$ cat src/design/ecal_pkg.sv
// shared widths, divider constants and field types for the epoch-to-calendar pipeline
package ecal_pkg;

	// seconds input and day split (86400 = 128 * 675)
	localparam int SECS_W    = 32;
	localparam int DAY_SHIFT = 7;
	localparam int DAY_ODD   = 675;
	localparam int XD_W      = SECS_W - DAY_SHIFT;
	localparam int DAYS_W    = 16;
	localparam int TOD_REM_W = 10;
	localparam int TOD_W     = TOD_REM_W + DAY_SHIFT;

	// reciprocals: q = (x * M) >> K with K = bits(x) + bits(d), M = ceil(2^K / d)
	localparam int K_DAY = XD_W + 10;
	localparam logic [XD_W:0] M_DAY =
		(XD_W+1)'(((64'd1 << K_DAY) + 64'(DAY_ODD) - 64'd1) / 64'(DAY_ODD));

	// hours: tod / 3600 = (tod >> 4) / 225
	localparam int HR_SHIFT = 4;
	localparam int HR_ODD   = 225;
	localparam int HX_W     = TOD_W - HR_SHIFT;
	localparam int HOUR_W   = 5;
	localparam int K_HR     = HX_W + 8;
	localparam logic [HX_W:0] M_HR =
		(HX_W+1)'(((64'd1 << K_HR) + 64'(HR_ODD) - 64'd1) / 64'(HR_ODD));

	// weekday: (days + 4) mod 7
	localparam int WD_BIAS = 4;
	localparam int WK_DAYS = 7;
	localparam int WQ_W    = 13;
	localparam int K_WK    = DAYS_W + 3;
	localparam logic [DAYS_W:0] M_WK =
		(DAYS_W+1)'(((64'd1 << K_WK) + 64'(WK_DAYS) - 64'd1) / 64'(WK_DAYS));

	// minutes within the hour
	localparam int MT_W   = 12;
	localparam int MIN_W  = 6;
	localparam int K_MIN  = MT_W + 6;
	localparam logic [MT_W:0] M_MIN =
		(MT_W+1)'(((64'd1 << K_MIN) + 64'd59) / 64'd60);

	// civil date from days, counted from 0000-03-01
	localparam int Z_W      = 20;
	localparam int Z_OFF    = 719468;
	localparam int ERA_DAYS = 146097;
	localparam int ERA_W    = 3;
	localparam int DOE_W    = 18;
	localparam int K_ERA    = Z_W + 18;
	localparam logic [Z_W:0] M_ERA =
		(Z_W+1)'(((64'd1 << K_ERA) + 64'(ERA_DAYS) - 64'd1) / 64'(ERA_DAYS));

	localparam int C4_DAYS = 1460;
	localparam int C4_W    = 7;
	localparam int K_C4    = DOE_W + 11;
	localparam logic [DOE_W:0] M_C4 =
		(DOE_W+1)'(((64'd1 << K_C4) + 64'(C4_DAYS) - 64'd1) / 64'(C4_DAYS));

	localparam int C100_DAYS = 36524;
	localparam int C100_W    = 3;
	localparam int K_C100    = DOE_W + 16;
	localparam logic [DOE_W:0] M_C100 =
		(DOE_W+1)'(((64'd1 << K_C100) + 64'(C100_DAYS) - 64'd1) / 64'(C100_DAYS));

	localparam int YR_DAYS = 365;
	localparam int YOE_W   = 9;
	localparam int K_YR    = DOE_W + 9;
	localparam logic [DOE_W:0] M_YR =
		(DOE_W+1)'(((64'd1 << K_YR) + 64'(YR_DAYS) - 64'd1) / 64'(YR_DAYS));

	localparam int CENT_W = 2;
	localparam int K_CENT = YOE_W + 7;
	localparam logic [YOE_W:0] M_CENT =
		(YOE_W+1)'(((64'd1 << K_CENT) + 64'd99) / 64'd100);

	localparam int DOY_W  = 9;
	localparam int MPX_W  = 11;
	localparam int MP_W   = 4;
	localparam int MP_JAN = 10;
	localparam int K_MP   = MPX_W + 8;
	localparam logic [MPX_W:0] M_MP =
		(MPX_W+1)'(((64'd1 << K_MP) + 64'd152) / 64'd153);

	localparam int YEAR_W    = 12;
	localparam int YEAR_BASE = 1900;

	// pipeline depths
	localparam int SPLIT_STAGES = 2;
	localparam int CLK_STAGES   = 4;
	localparam int DATE_STAGES  = 10;
	localparam int PIPE_STAGES  = SPLIT_STAGES + DATE_STAGES;

	typedef struct packed {
		logic [5:0] second;
		logic [5:0] minute;
		logic [4:0] hour;
		logic [2:0] wday;
	} clock_t;

	typedef struct packed {
		logic [7:0] year;
		logic [8:0] yday;
		logic [3:0] month;
		logic [4:0] mday;
	} date_t;

endpackage

$ cat src/design/ecal_split.sv
// seconds to whole days and time of day, two pipeline stages
module ecal_split (
	input  logic                          clk,
	input  logic                          en,
	input  logic [ecal_pkg::SECS_W-1:0]   secs,
	output logic [ecal_pkg::DAYS_W-1:0]   days_s2,
	output logic [ecal_pkg::TOD_W-1:0]    tod_s2
);

	localparam int PD_W = 2 * ecal_pkg::XD_W + 1;

	logic [ecal_pkg::XD_W-1:0]      x_in;
	logic [PD_W-1:0]                day_prod;
	logic [ecal_pkg::XD_W-1:0]      x_s1;
	logic [ecal_pkg::DAY_SHIFT-1:0] lo_s1;
	logic [ecal_pkg::DAYS_W-1:0]    days_s1;
	logic [ecal_pkg::XD_W-1:0]      rem_full;

	assign x_in     = secs[ecal_pkg::SECS_W-1:ecal_pkg::DAY_SHIFT];
	assign day_prod = PD_W'(x_in) * PD_W'(ecal_pkg::M_DAY);

	always_ff @(posedge clk) begin
		if (en) begin
			x_s1    <= x_in;
			lo_s1   <= secs[ecal_pkg::DAY_SHIFT-1:0];
			days_s1 <= day_prod[ecal_pkg::K_DAY+ecal_pkg::DAYS_W-1:ecal_pkg::K_DAY];
		end
	end

	// remainder of the odd factor, below 675
	assign rem_full = x_s1 - ecal_pkg::XD_W'(days_s1 * ecal_pkg::DAY_ODD);

	always_ff @(posedge clk) begin
		if (en) begin
			days_s2 <= days_s1;
			tod_s2  <= {rem_full[ecal_pkg::TOD_REM_W-1:0], lo_s1};
		end
	end

endmodule

$ cat src/design/ecal_clock.sv
// time of day to hour, minute, second and weekday, padded to the date latency
module ecal_clock (
	input  logic                        clk,
	input  logic                        en,
	input  logic [ecal_pkg::TOD_W-1:0]  tod,
	input  logic [ecal_pkg::DAYS_W-1:0] days,
	output ecal_pkg::clock_t            clock_out
);

	localparam int HP_W  = 2 * ecal_pkg::HX_W + 1;
	localparam int WP_W  = 2 * ecal_pkg::DAYS_W + 1;
	localparam int MP_W  = 2 * ecal_pkg::MT_W + 1;
	localparam int PAD_N = ecal_pkg::DATE_STAGES - ecal_pkg::CLK_STAGES;

	logic [ecal_pkg::HX_W-1:0]   hx;
	logic [HP_W-1:0]             hr_prod;
	logic [ecal_pkg::DAYS_W-1:0] wx;
	logic [WP_W-1:0]             wk_prod;

	logic [ecal_pkg::TOD_W-1:0]  tod_s1;
	logic [ecal_pkg::HOUR_W-1:0] hour_s1;
	logic [ecal_pkg::DAYS_W-1:0] wx_s1;
	logic [ecal_pkg::WQ_W-1:0]   wq_s1;

	logic [ecal_pkg::TOD_W-1:0]  mt_full;
	logic [ecal_pkg::DAYS_W-1:0] wd_full;
	logic [ecal_pkg::MT_W-1:0]   mt_s2;
	logic [ecal_pkg::HOUR_W-1:0] hour_s2;
	logic [2:0]                  wday_s2;

	logic [MP_W-1:0]             min_prod;
	logic [ecal_pkg::MT_W-1:0]   mt_s3;
	logic [ecal_pkg::MIN_W-1:0]  min_s3;
	logic [ecal_pkg::HOUR_W-1:0] hour_s3;
	logic [2:0]                  wday_s3;

	logic [ecal_pkg::MT_W-1:0]   sec_full;
	ecal_pkg::clock_t            clk_s4;
	ecal_pkg::clock_t            pad_s [PAD_N];

	// stage 1: hour and weekday quotients
	assign hx      = tod[ecal_pkg::TOD_W-1:ecal_pkg::HR_SHIFT];
	assign hr_prod = HP_W'(hx) * HP_W'(ecal_pkg::M_HR);
	assign wx      = days + ecal_pkg::DAYS_W'(ecal_pkg::WD_BIAS);
	assign wk_prod = WP_W'(wx) * WP_W'(ecal_pkg::M_WK);

	always_ff @(posedge clk) begin
		if (en) begin
			tod_s1  <= tod;
			hour_s1 <= hr_prod[ecal_pkg::K_HR+ecal_pkg::HOUR_W-1:ecal_pkg::K_HR];
			wx_s1   <= wx;
			wq_s1   <= wk_prod[ecal_pkg::K_WK+ecal_pkg::WQ_W-1:ecal_pkg::K_WK];
		end
	end

	// stage 2: seconds within the hour, weekday remainder
	assign mt_full = tod_s1 - ecal_pkg::TOD_W'(hour_s1 * 3600);
	assign wd_full = wx_s1 - ecal_pkg::DAYS_W'(wq_s1 * ecal_pkg::WK_DAYS);

	always_ff @(posedge clk) begin
		if (en) begin
			mt_s2   <= mt_full[ecal_pkg::MT_W-1:0];
			hour_s2 <= hour_s1;
			wday_s2 <= wd_full[2:0];
		end
	end

	// stage 3: minute quotient
	assign min_prod = MP_W'(mt_s2) * MP_W'(ecal_pkg::M_MIN);

	always_ff @(posedge clk) begin
		if (en) begin
			mt_s3   <= mt_s2;
			min_s3  <= min_prod[ecal_pkg::K_MIN+ecal_pkg::MIN_W-1:ecal_pkg::K_MIN];
			hour_s3 <= hour_s2;
			wday_s3 <= wday_s2;
		end
	end

	// stage 4: second remainder
	assign sec_full = mt_s3 - ecal_pkg::MT_W'(min_s3 * 60);

	always_ff @(posedge clk) begin
		if (en) begin
			clk_s4.second <= sec_full[5:0];
			clk_s4.minute <= min_s3;
			clk_s4.hour   <= hour_s3;
			clk_s4.wday   <= wday_s3;
		end
	end

	// delay line to line up with the date path
	always_ff @(posedge clk) begin
		if (en) begin
			pad_s[0] <= clk_s4;
			for (int i = 1; i < PAD_N; i++) begin
				pad_s[i] <= pad_s[i-1];
			end
		end
	end

	assign clock_out = pad_s[PAD_N-1];

endmodule

$ cat src/design/ecal_date.sv
// day count to year, day of year, month and day of month over ten stages
module ecal_date (
	input  logic                        clk,
	input  logic                        en,
	input  logic [ecal_pkg::DAYS_W-1:0] days,
	output ecal_pkg::date_t             date_out
);

	localparam int EP_W  = 2 * ecal_pkg::Z_W + 1;
	localparam int DP_W  = 2 * ecal_pkg::DOE_W + 1;
	localparam int CP_W  = 2 * ecal_pkg::YOE_W + 1;
	localparam int MQP_W = 2 * ecal_pkg::MPX_W + 1;

	// days before each month of a year that starts in March
	function automatic logic [ecal_pkg::DOY_W-1:0] mar_start(
		input logic [ecal_pkg::MP_W-1:0] mp
	);
		logic [ecal_pkg::DOY_W-1:0] s;
		case (mp)
			4'd0:    s = 9'd0;
			4'd1:    s = 9'd31;
			4'd2:    s = 9'd61;
			4'd3:    s = 9'd92;
			4'd4:    s = 9'd122;
			4'd5:    s = 9'd153;
			4'd6:    s = 9'd184;
			4'd7:    s = 9'd214;
			4'd8:    s = 9'd245;
			4'd9:    s = 9'd275;
			4'd10:   s = 9'd306;
			4'd11:   s = 9'd337;
			default: s = 9'd0;
		endcase
		return s;
	endfunction

	logic [ecal_pkg::Z_W-1:0]    z_s1;
	logic [EP_W-1:0]             era_prod;
	logic [ecal_pkg::Z_W-1:0]    z_s2;
	logic [ecal_pkg::ERA_W-1:0]  era_s2;
	logic [ecal_pkg::Z_W-1:0]    doe_full;
	logic [ecal_pkg::DOE_W-1:0]  doe_s3;
	logic [ecal_pkg::ERA_W-1:0]  era_s3;
	logic [DP_W-1:0]             c4_prod;
	logic [DP_W-1:0]             c100_prod;
	logic [ecal_pkg::DOE_W-1:0]  doe_s4;
	logic [ecal_pkg::ERA_W-1:0]  era_s4;
	logic [ecal_pkg::C4_W-1:0]   c4_s4;
	logic [ecal_pkg::C100_W-1:0] c100_s4;
	logic                        c400_s4;
	logic [ecal_pkg::DOE_W-1:0]  t_s5;
	logic [ecal_pkg::DOE_W-1:0]  doe_s5;
	logic [ecal_pkg::ERA_W-1:0]  era_s5;
	logic [DP_W-1:0]             yr_prod;
	logic [ecal_pkg::YOE_W-1:0]  yoe_s6;
	logic [ecal_pkg::DOE_W-1:0]  doe_s6;
	logic [ecal_pkg::ERA_W-1:0]  era_s6;
	logic [CP_W-1:0]             cent_prod;
	logic [ecal_pkg::CENT_W-1:0] cent_s7;
	logic [ecal_pkg::YOE_W-1:0]  yoe_s7;
	logic [ecal_pkg::DOE_W-1:0]  doe_s7;
	logic [ecal_pkg::ERA_W-1:0]  era_s7;
	logic [ecal_pkg::DOE_W-1:0]  yr_days;
	logic [ecal_pkg::DOE_W-1:0]  doy_full;
	logic                        leap_c;
	logic [ecal_pkg::DOY_W-1:0]  doy_s8;
	logic                        leap_s8;
	logic [ecal_pkg::YEAR_W-1:0] year_s8;
	logic [ecal_pkg::MPX_W-1:0]  mpx;
	logic [MQP_W-1:0]            mp_prod;
	logic [ecal_pkg::MP_W-1:0]   mp_s9;
	logic [ecal_pkg::DOY_W-1:0]  doy_s9;
	logic                        leap_s9;
	logic [ecal_pkg::YEAR_W-1:0] year_s9;
	logic                        jan_feb;
	logic [ecal_pkg::DOY_W-1:0]  mday_full;
	logic [ecal_pkg::YEAR_W-1:0] year_full;
	ecal_pkg::date_t             date_s10;

	// stage 1: shift the count to 0000-03-01
	always_ff @(posedge clk) begin
		if (en) begin
			z_s1 <= ecal_pkg::Z_W'(days) + ecal_pkg::Z_W'(ecal_pkg::Z_OFF);
		end
	end

	// stage 2: 400-year era
	assign era_prod = EP_W'(z_s1) * EP_W'(ecal_pkg::M_ERA);

	always_ff @(posedge clk) begin
		if (en) begin
			z_s2   <= z_s1;
			era_s2 <= era_prod[ecal_pkg::K_ERA+ecal_pkg::ERA_W-1:ecal_pkg::K_ERA];
		end
	end

	// stage 3: day of era
	assign doe_full = z_s2 - ecal_pkg::Z_W'(era_s2 * ecal_pkg::ERA_DAYS);

	always_ff @(posedge clk) begin
		if (en) begin
			doe_s3 <= doe_full[ecal_pkg::DOE_W-1:0];
			era_s3 <= era_s2;
		end
	end

	// stage 4: leap-day corrections inside the era
	assign c4_prod   = DP_W'(doe_s3) * DP_W'(ecal_pkg::M_C4);
	assign c100_prod = DP_W'(doe_s3) * DP_W'(ecal_pkg::M_C100);

	always_ff @(posedge clk) begin
		if (en) begin
			doe_s4  <= doe_s3;
			era_s4  <= era_s3;
			c4_s4   <= c4_prod[ecal_pkg::K_C4+ecal_pkg::C4_W-1:ecal_pkg::K_C4];
			c100_s4 <= c100_prod[ecal_pkg::K_C100+ecal_pkg::C100_W-1:ecal_pkg::K_C100];
			c400_s4 <= (doe_s3 == ecal_pkg::DOE_W'(ecal_pkg::ERA_DAYS - 1));
		end
	end

	// stage 5: day count as if every year had 365 days
	always_ff @(posedge clk) begin
		if (en) begin
			t_s5   <= doe_s4 - ecal_pkg::DOE_W'(c4_s4) + ecal_pkg::DOE_W'(c100_s4)
				- ecal_pkg::DOE_W'(c400_s4);
			doe_s5 <= doe_s4;
			era_s5 <= era_s4;
		end
	end

	// stage 6: year of era
	assign yr_prod = DP_W'(t_s5) * DP_W'(ecal_pkg::M_YR);

	always_ff @(posedge clk) begin
		if (en) begin
			yoe_s6 <= yr_prod[ecal_pkg::K_YR+ecal_pkg::YOE_W-1:ecal_pkg::K_YR];
			doe_s6 <= doe_s5;
			era_s6 <= era_s5;
		end
	end

	// stage 7: centuries within the era
	assign cent_prod = CP_W'(yoe_s6) * CP_W'(ecal_pkg::M_CENT);

	always_ff @(posedge clk) begin
		if (en) begin
			cent_s7 <= cent_prod[ecal_pkg::K_CENT+ecal_pkg::CENT_W-1:ecal_pkg::K_CENT];
			yoe_s7  <= yoe_s6;
			doe_s7  <= doe_s6;
			era_s7  <= era_s6;
		end
	end

	// stage 8: day of the march-based year, leap flag, year number
	assign yr_days = ecal_pkg::DOE_W'(yoe_s7 * ecal_pkg::YR_DAYS)
		+ ecal_pkg::DOE_W'(yoe_s7 >> 2) - ecal_pkg::DOE_W'(cent_s7);
	assign doy_full = doe_s7 - yr_days;
	// leap when divisible by 4, and either not a century or the era's first year
	assign leap_c = (yoe_s7[1:0] == 2'b00)
		&& ((yoe_s7 != ecal_pkg::YOE_W'(cent_s7 * 100)) || (cent_s7 == '0));

	always_ff @(posedge clk) begin
		if (en) begin
			doy_s8  <= doy_full[ecal_pkg::DOY_W-1:0];
			leap_s8 <= leap_c;
			year_s8 <= ecal_pkg::YEAR_W'(era_s7 * 400) + ecal_pkg::YEAR_W'(yoe_s7);
		end
	end

	// stage 9: month counted from march
	assign mpx     = ecal_pkg::MPX_W'(doy_s8 * 5) + ecal_pkg::MPX_W'(2);
	assign mp_prod = MQP_W'(mpx) * MQP_W'(ecal_pkg::M_MP);

	always_ff @(posedge clk) begin
		if (en) begin
			mp_s9   <= mp_prod[ecal_pkg::K_MP+ecal_pkg::MP_W-1:ecal_pkg::K_MP];
			doy_s9  <= doy_s8;
			leap_s9 <= leap_s8;
			year_s9 <= year_s8;
		end
	end

	// stage 10: back to january-based fields
	assign jan_feb   = (mp_s9 >= ecal_pkg::MP_W'(ecal_pkg::MP_JAN));
	assign mday_full = doy_s9 - mar_start(mp_s9) + ecal_pkg::DOY_W'(1);
	assign year_full = year_s9 + ecal_pkg::YEAR_W'(jan_feb)
		- ecal_pkg::YEAR_W'(ecal_pkg::YEAR_BASE);

	always_ff @(posedge clk) begin
		if (en) begin
			date_s10.mday <= mday_full[4:0];
			date_s10.year <= year_full[7:0];
			if (jan_feb) begin
				date_s10.month <= mp_s9 - ecal_pkg::MP_W'(ecal_pkg::MP_JAN);
				date_s10.yday  <= doy_s9 - ecal_pkg::DOY_W'(306);
			end else begin
				date_s10.month <= mp_s9 + ecal_pkg::MP_W'(2);
				date_s10.yday  <= doy_s9 + ecal_pkg::DOY_W'(59) + ecal_pkg::DOY_W'(leap_s9);
			end
		end
	end

	assign date_out = date_s10;

endmodule

$ cat src/design/epoch_seconds_to_calendar_unit.sv
// top level: epoch seconds to utc calendar fields, fully pipelined
//
//   channel    handshake                       payload
//   epoch      epoch_valid / epoch_stall       epoch_seconds
//   calendar   calendar_valid / calendar_stall second_of_minute .. day_of_month
//
// one item per cycle sustained while the output is not held; an item accepted
//   at one edge passes 13 registers (2 split stages, 10 date stages, output
//   register) before its result shows, the first loaded at the accepting edge
// the 10-stage date path (era, year and month reciprocal multiplies) sets
//   the latency; the clock path is padded to match
// reset clears only the valid bits; data registers are not reset
// a held result freezes every stage, so epoch_stall follows it
module epoch_seconds_to_calendar_unit (
	input  logic                        clk,
	input  logic                        arst_n,
	input  logic                        epoch_valid,
	output logic                        epoch_stall,
	input  logic [ecal_pkg::SECS_W-1:0] epoch_seconds,
	output logic                        calendar_valid,
	input  logic                        calendar_stall,
	output logic [5:0]                  second_of_minute,
	output logic [5:0]                  minute_of_hour,
	output logic [4:0]                  hour_of_day,
	output logic [2:0]                  day_of_week,
	output logic [7:0]                  year_since_1900,
	output logic [8:0]                  day_of_year,
	output logic [3:0]                  month_index,
	output logic [4:0]                  day_of_month
);

	// whole pipeline moves when the output register is free or being taken
	logic adv;

	// valid bit of every pipeline stage, stage 1 at index 0
	logic [ecal_pkg::PIPE_STAGES-1:0] valid_s;

	logic [ecal_pkg::DAYS_W-1:0] days_s2;
	logic [ecal_pkg::TOD_W-1:0]  tod_s2;

	ecal_pkg::clock_t clock_out;
	ecal_pkg::date_t  date_out;

	// output register
	logic             res_valid_q;
	ecal_pkg::clock_t clock_q;
	ecal_pkg::date_t  date_q;

	assign adv         = !res_valid_q || !calendar_stall;
	assign epoch_stall = !adv;

	always_ff @(posedge clk or negedge arst_n) begin
		if (!arst_n) begin
			valid_s <= '0;
		end else if (adv) begin
			valid_s <= {valid_s[ecal_pkg::PIPE_STAGES-2:0], epoch_valid};
		end
	end

	// seconds -> days and time of day
	ecal_split u_split (
		.clk     (clk),
		.en      (adv),
		.secs    (epoch_seconds),
		.days_s2 (days_s2),
		.tod_s2  (tod_s2)
	);

	// time of day and weekday, delayed to match the date path
	ecal_clock u_clock (
		.clk       (clk),
		.en        (adv),
		.tod       (tod_s2),
		.days      (days_s2),
		.clock_out (clock_out)
	);

	// civil date
	ecal_date u_date (
		.clk      (clk),
		.en       (adv),
		.days     (days_s2),
		.date_out (date_out)
	);

	always_ff @(posedge clk or negedge arst_n) begin
		if (!arst_n) begin
			res_valid_q <= 1'b0;
		end else if (adv) begin
			res_valid_q <= valid_s[ecal_pkg::PIPE_STAGES-1];
		end
	end

	always_ff @(posedge clk) begin
		if (adv) begin
			clock_q <= clock_out;
			date_q  <= date_out;
		end
	end

	assign calendar_valid   = res_valid_q;
	assign second_of_minute = clock_q.second;
	assign minute_of_hour   = clock_q.minute;
	assign hour_of_day      = clock_q.hour;
	assign day_of_week      = clock_q.wday;
	assign year_since_1900  = date_q.year;
	assign day_of_year      = date_q.yday;
	assign month_index      = date_q.month;
	assign day_of_month     = date_q.mday;

	// time-of-day fields in range on every result
	a_clock_range: assert property (@(posedge clk) disable iff (!arst_n)
		res_valid_q |-> (clock_q.second < 6'd60) && (clock_q.minute < 6'd60)
			&& (clock_q.hour < 5'd24) && (clock_q.wday < 3'd7))
		else $error("time-of-day field out of range");

	// date fields in range on every result
	a_date_range: assert property (@(posedge clk) disable iff (!arst_n)
		res_valid_q |-> (date_q.month < 4'd12) && (date_q.mday != 5'd0)
			&& (date_q.yday <= 9'd365))
		else $error("date field out of range");

	// in january the day of year follows the day of month
	a_january: assert property (@(posedge clk) disable iff (!arst_n)
		(res_valid_q && (date_q.month == 4'd0))
			|-> (date_q.yday == ({4'd0, date_q.mday} - 9'd1)))
		else $error("january day of year mismatch");

	// a held result freezes the valid pipeline
	a_hold: assert property (@(posedge clk) disable iff (!arst_n)
		(res_valid_q && calendar_stall) |=> $stable(valid_s))
		else $error("pipeline moved while result held");

endmodule

$ cat config.mk
export PLATFORM = sky130hd
export DESIGN_NAME = epoch_seconds_to_calendar_unit
export DESIGN_NICKNAME = d
export VERILOG_FILES = /design/src/design/ecal_pkg.sv /design/src/design/ecal_split.sv /design/src/design/ecal_clock.sv /design/src/design/ecal_date.sv /design/src/design/epoch_seconds_to_calendar_unit.sv
export SDC_FILE = /design/constraint.sdc
export NUM_CORES = 2
export LEC_CHECK = 0
export BUFFER_PORTS_ARGS = -buffer_cell sky130_fd_sc_hd__buf_2
export CAP_MARGIN = 20
export CORE_MARGIN = 3
export CORE_UTILIZATION = 35
export CTS_CLUSTER_SIZE = 28
export DETAILED_ROUTE_END_ITERATION = 10
export GPL_TIMING_DRIVEN = 0
export PLACE_DENSITY = 0.5
export SLEW_MARGIN = 20
export SYNTH_ARGS = -nofsm -noshare
export SYNTH_HDL_FRONTEND = slang
export SYNTH_SLANG_ARGS = --single-unit
$ cat constraint.sdc
create_clock -name clk -period 20 [get_ports clk]
set_clock_uncertainty 0.2 [all_clocks]
set_input_delay 2 -clock clk [delete_from_list [all_inputs] [get_ports clk]]
set_output_delay 2 -clock clk [all_outputs]
set_load 0.01 [all_outputs]
==> impl_table.tex <==
\begin{tabular}{lr}
\hline
Metric & Value \\
\hline
\multicolumn{2}{l}{\textbf{Outcome}} \\
\quad Status & finished clean \\
\multicolumn{2}{l}{\textbf{Global route}} \\
\quad Number of antenna violations at the first check in global routing & 0 \\
\quad Pin count of the biggest net entering global routing & 105 \\
\quad Overall Global Routing Usage & a little over an eighth \\
\quad Via count of the first global-routing pass & around 37000 \\
\quad First-pass GRT wire length & between 150000 and 200000 microns \\
\quad Remaining global-route overflow & 0 \\
\multicolumn{2}{l}{\textbf{Synth}} \\
\quad Number of synthesized flops with an enable pin & around 540 \\
\quad Share of flip-flops with an asynchronous set or reset after synthesis & under 10\% \\
\quad Syn Area/Cell & about 12 sq um \\
\quad Number of unique standard cell types used by synthesis & between 60 and 70 \\
\quad Post-synthesis net count & between 7000 and 8000 \\
\quad Prevailing post-synth register cell & edfxtp\_1 \\
\quad Post-Syn Instances & between 5000 and 6000 \\
\quad Share of the yosys chip area belonging to registers & a little over a quarter \\
\quad Post-synth design cell area & 60970 sq um \\
\quad Total of warnings raised by yosys & 0 \\
\quad Flops \& latches, synth & 560 \\
\multicolumn{2}{l}{\textbf{Route}} \\
\quad Detailed-route wire length & 117200 microns \\
\quad Number of DRC violations after detailed routing & 0 \\
\quad Total via count after detailed routing & roughly 34000 \\
\quad Wire length per cell & around 16 microns \\
\quad Drt first-iter violations & about 1300 \\
\quad Detailed-routing iteration count for the pre-antenna-repair pass & 5 \\
\quad Count of antenna-violating nets left after detailed routing & 0 \\
\quad Via density per instance & roughly 4.5 \\
\multicolumn{2}{l}{\textbf{STA}} \\
\quad Remaining max-slew budget at the tightest pin & roughly a quarter \\
\quad Count of final hold-check violations & 0 \\
\quad Final worst-path setup slack & roughly 11 ns \\
\quad RSZ-0062 raised after global routing & false \\
\quad Slew at the pin with the worst max-slew slack & $\sim$1.1 ns \\
\quad Fin. max-slew vios & 0 \\
\quad Ratio of final minimum period to clock period & a little over two fifths \\
\quad Min Tclk post-route & about 8.5 ns \\
\quad Fmax & 117.3 MHz \\
\quad Worst-case hold slack & a little over 0.2 ns \\
\quad Setup violators final & 0 \\
\multicolumn{2}{l}{\textbf{Min path}} \\
\quad End of the worst hold path & u\_split.tod\_s2[2] \\
\quad Hold path depth & 0 \\
\quad Hold/Removal Path Class & register to register \\
\quad Worst Hold Launch & u\_split.lo\_s1[2] \\
\multicolumn{2}{l}{\textbf{Clocking}} \\
\quad Maximum level of the CTS H-tree & 3 \\
\quad Buffer count from post-CTS setup fixing & 0 \\
\quad Clock latency of the later-clocked register in the worst-skew pair & between 0.6 and 0.7 ns \\
\quad Number of instances resized during post-cts repair & 0 \\
\quad Num CTS Buffers & 66 \\
\quad CTS clk-pin slew, worst paths & 0.06 ns \\
\quad Clk buf depth & 3 \\
\quad Clock sink total & between 500 and 600 \\
\quad Root Driver & clkbuf\_16 \\
\quad Clock tree from TritonCTS & done \\
\quad Post-cts hold buffer count & 0 \\
\multicolumn{2}{l}{\textbf{Critical path}} \\
\quad CP Capture Type & register \\
\quad Worst R2R Start & u\_date.doy\_s8[1] \\
\quad Class of the most critical setup path & input pin to register \\
\quad Data required time at the worst endpoint & slightly above 20 ns \\
\quad Element type at the critical path start & input pin \\
\quad Highest net fanout along the worst path & 8 \\
\quad Register-to-register setup slack & 12.02 ns \\
\quad Data arrival at the endpoint of the critical path & approximately 8.8 ns \\
\quad Reg2Reg Depth & 30 \\
\multicolumn{2}{l}{\textbf{Layout}} \\
\quad Final Instance Area & 66810 sq um \\
\quad Fill cells & 16800 \\
\quad Commonest cells after routing, fill and taps aside & 1360 x ha\_1, 1342 x inv\_1, 795 x fa\_1 \\
\quad Post-synthesis to final-layout area growth & 9.581\% \\
\quad Most common cell after layout, fill and taps aside & ha\_1 \\
\quad Final antenna diode count & 0 \\
\quad Post-layout nets & about 7400 \\
\quad Fraction of final layout cells sized beyond drive strength 1 & roughly 4.4\% \\
\multicolumn{2}{l}{\textbf{Floorplan}} \\
\quad Height of the die & approximately 420 microns \\
\quad Die outline width & between 400 and 500 microns \\
\quad Placeable core area & 172300 sq um \\
\quad Initial core utilization & between 30\% and 40\% \\
\quad Number of primary I/O pins & between 80 and 90 \\
\quad Die outline area & 179200 sq um \\
\quad FP Rows & 152 \\
\multicolumn{2}{l}{\textbf{Placement}} \\
\quad Area post-placement & 64480 sq um \\
\quad Quantity of I/O buffers inserted on ports & between 80 and 90 \\
\quad Sum of net half-perimeters after detailed placement & approximately 97000 microns \\
\quad Worst setup slack before clock tree synthesis & roughly 11 ns \\
\quad Final weighted congestion in routability-driven placement & a little over 0.8 \\
\multicolumn{2}{l}{\textbf{Flow run}} \\
\quad Max-cap check violation count & 0 \\
\hline
\end{tabular}
[Yosys cell counts, types with 5 or more instances]
library cell,instances,share of area [%]
o2111ai_1,8,0.11
ha_1,1360,28
a311oi_1,7,0.10
o21ai_0,68,0.56
a21o_1,62,0.76
o21ai_1,6,0.049
xor2_1,51,0.73
dfxtp_1,5,0.16
inv_1,1342,8.3
o31ai_1,6,0.074
nand3_1,40,0.33
a21oi_1,118,0.97
a211oi_1,8,0.099
dfrtp_1,13,0.53
or2_2,7,0.072
and3_1,14,0.14
fa_1,795,26
a21boi_0,7,0.086
or3_1,9,0.092
clkbuf_1,6,0.037
mux2_2,16,0.30
o21bai_1,16,0.20
nor3_1,30,0.25
nor2_1,78,0.48
nand4_1,15,0.15
xnor2_1,170,2.4
edfxtp_1,542,27
nand3b_1,7,0.086
o211ai_1,12,0.15
a31o_2,6,0.086
nand2b_1,16,0.16
o21a_1,25,0.31
nand2_1,55,0.34
nor4_1,7,0.072
a31oi_1,9,0.092
nor2b_1,19,0.19
mux2i_1,5,0.082
and2_1,5,0.051
[final cells by class]
type                       instances  area (sq um)  share of cell area, %
multi-input combinational       3101         39200                  58.68
sequential                       560         16700                  25.00
clock buffer                      72          1695                  2.538
buffer                             8         41.29                0.06180
clock inverter                    47         636.9                 0.9532
tap                             2310          2890                  4.326
inverter                        1342          5037                  7.539
timing repair buffer              90         608.1                 0.9101
[worst max path at each step]
| stage | from | end | slack, ns | depth (start not counted) |
|---|---|---|---|---|
| 2_1_floorplan | calendar_stall | register | 0.88 | 8 |
| 3_3_place_gp | calendar_stall | register | -6.65 | 8 |
| 3_5_place_dp | epoch_seconds[20] | u_split.days_s1[15] | 10.74 | 23 |
| 4_1_cts | epoch_seconds[20] | u_split.days_s1[15] | 11.41 | 23 |
| 5_1_grt | epoch_seconds[23] | u_split.days_s1[15] | 11.13 | 21 |
| 6_report | epoch_seconds[20] | u_split.days_s1[15] | 11.47 | 23 |
[metrics by stage]
stage | utilization (%) | cells | TNS [ns]
floorplan | - | 5011 | 0
global placement | 37.31 | 7404 | -1559.31
detailed placement | 37.42 | 7411 | 0
CTS | 38.78 | 7530 | 0
global route | 38.78 | 7530 | 0
finish | 38.78 | 7530 | 0
[critical path, stage by stage]
cell	delay, ns
buf_2	0.23
fa_1	0.57
inv_1	0.05
fa_1	0.49
inv_1	0.04
ha_1	0.29
inv_1	0.06
fa_1	0.55
fa_1	0.43
fa_1	0.55
inv_1	0.07
fa_1	0.45
ha_1	0.24
a211oi_1	0.18
o21ai_0	0.30
a311oi_1	0.63
o21ai_0	0.18
nor2_1	0.28
o21ai_2	0.16
a31oi_1	0.34
o21ai_1	0.18
a2111o_1	0.39
o211ai_1	0.10
[registers in the layout, indices dropped and copies added (netlist names), 10 cells and up, named ones only]
name / count
u_clock.clk_s4: 20
u_split.days_s1: 16
u_date.t_s5: 18
u_date.z_s2: 17
u_date.doe_s4: 18
u_split.x_s1: 10
u_date.doe_s3: 18
u_clock.mt_s2: 12
valid_s: 12
u_split.days_s2: 16
u_split.tod_s2: 17
u_date.date_out: 26
u_clock.pad_s: 120
u_date.z_s1: 15
u_clock.tod_s1: 12
[cell families after synthesis]
| group | Yosys count | synth area share (%) |
|---|---|---|
| xor+xnor | 221 | 3.175 |
| fa+ha+maj | 2155 | 54.01 |
| simple gates | 313 | 2.577 |
| buf+inv | 1350 | 8.311 |
| mux | 21 | 0.3776 |
| flops | 560 | 27.39 |
| compound gates | 391 | 4.156 |
[routing by layer]
layer / part of all wire (%) / GRT usage, %
met1: 48 / 19.27
met2: 48 / 22.87
met3: 2.6 / 1.730
met4: 1.5 / 2.371
met5: 0 / 0
Power is left out: the tool's default activity adds up to more than one toggle a clock period on the data nets, which glitch-free logic cannot reach.
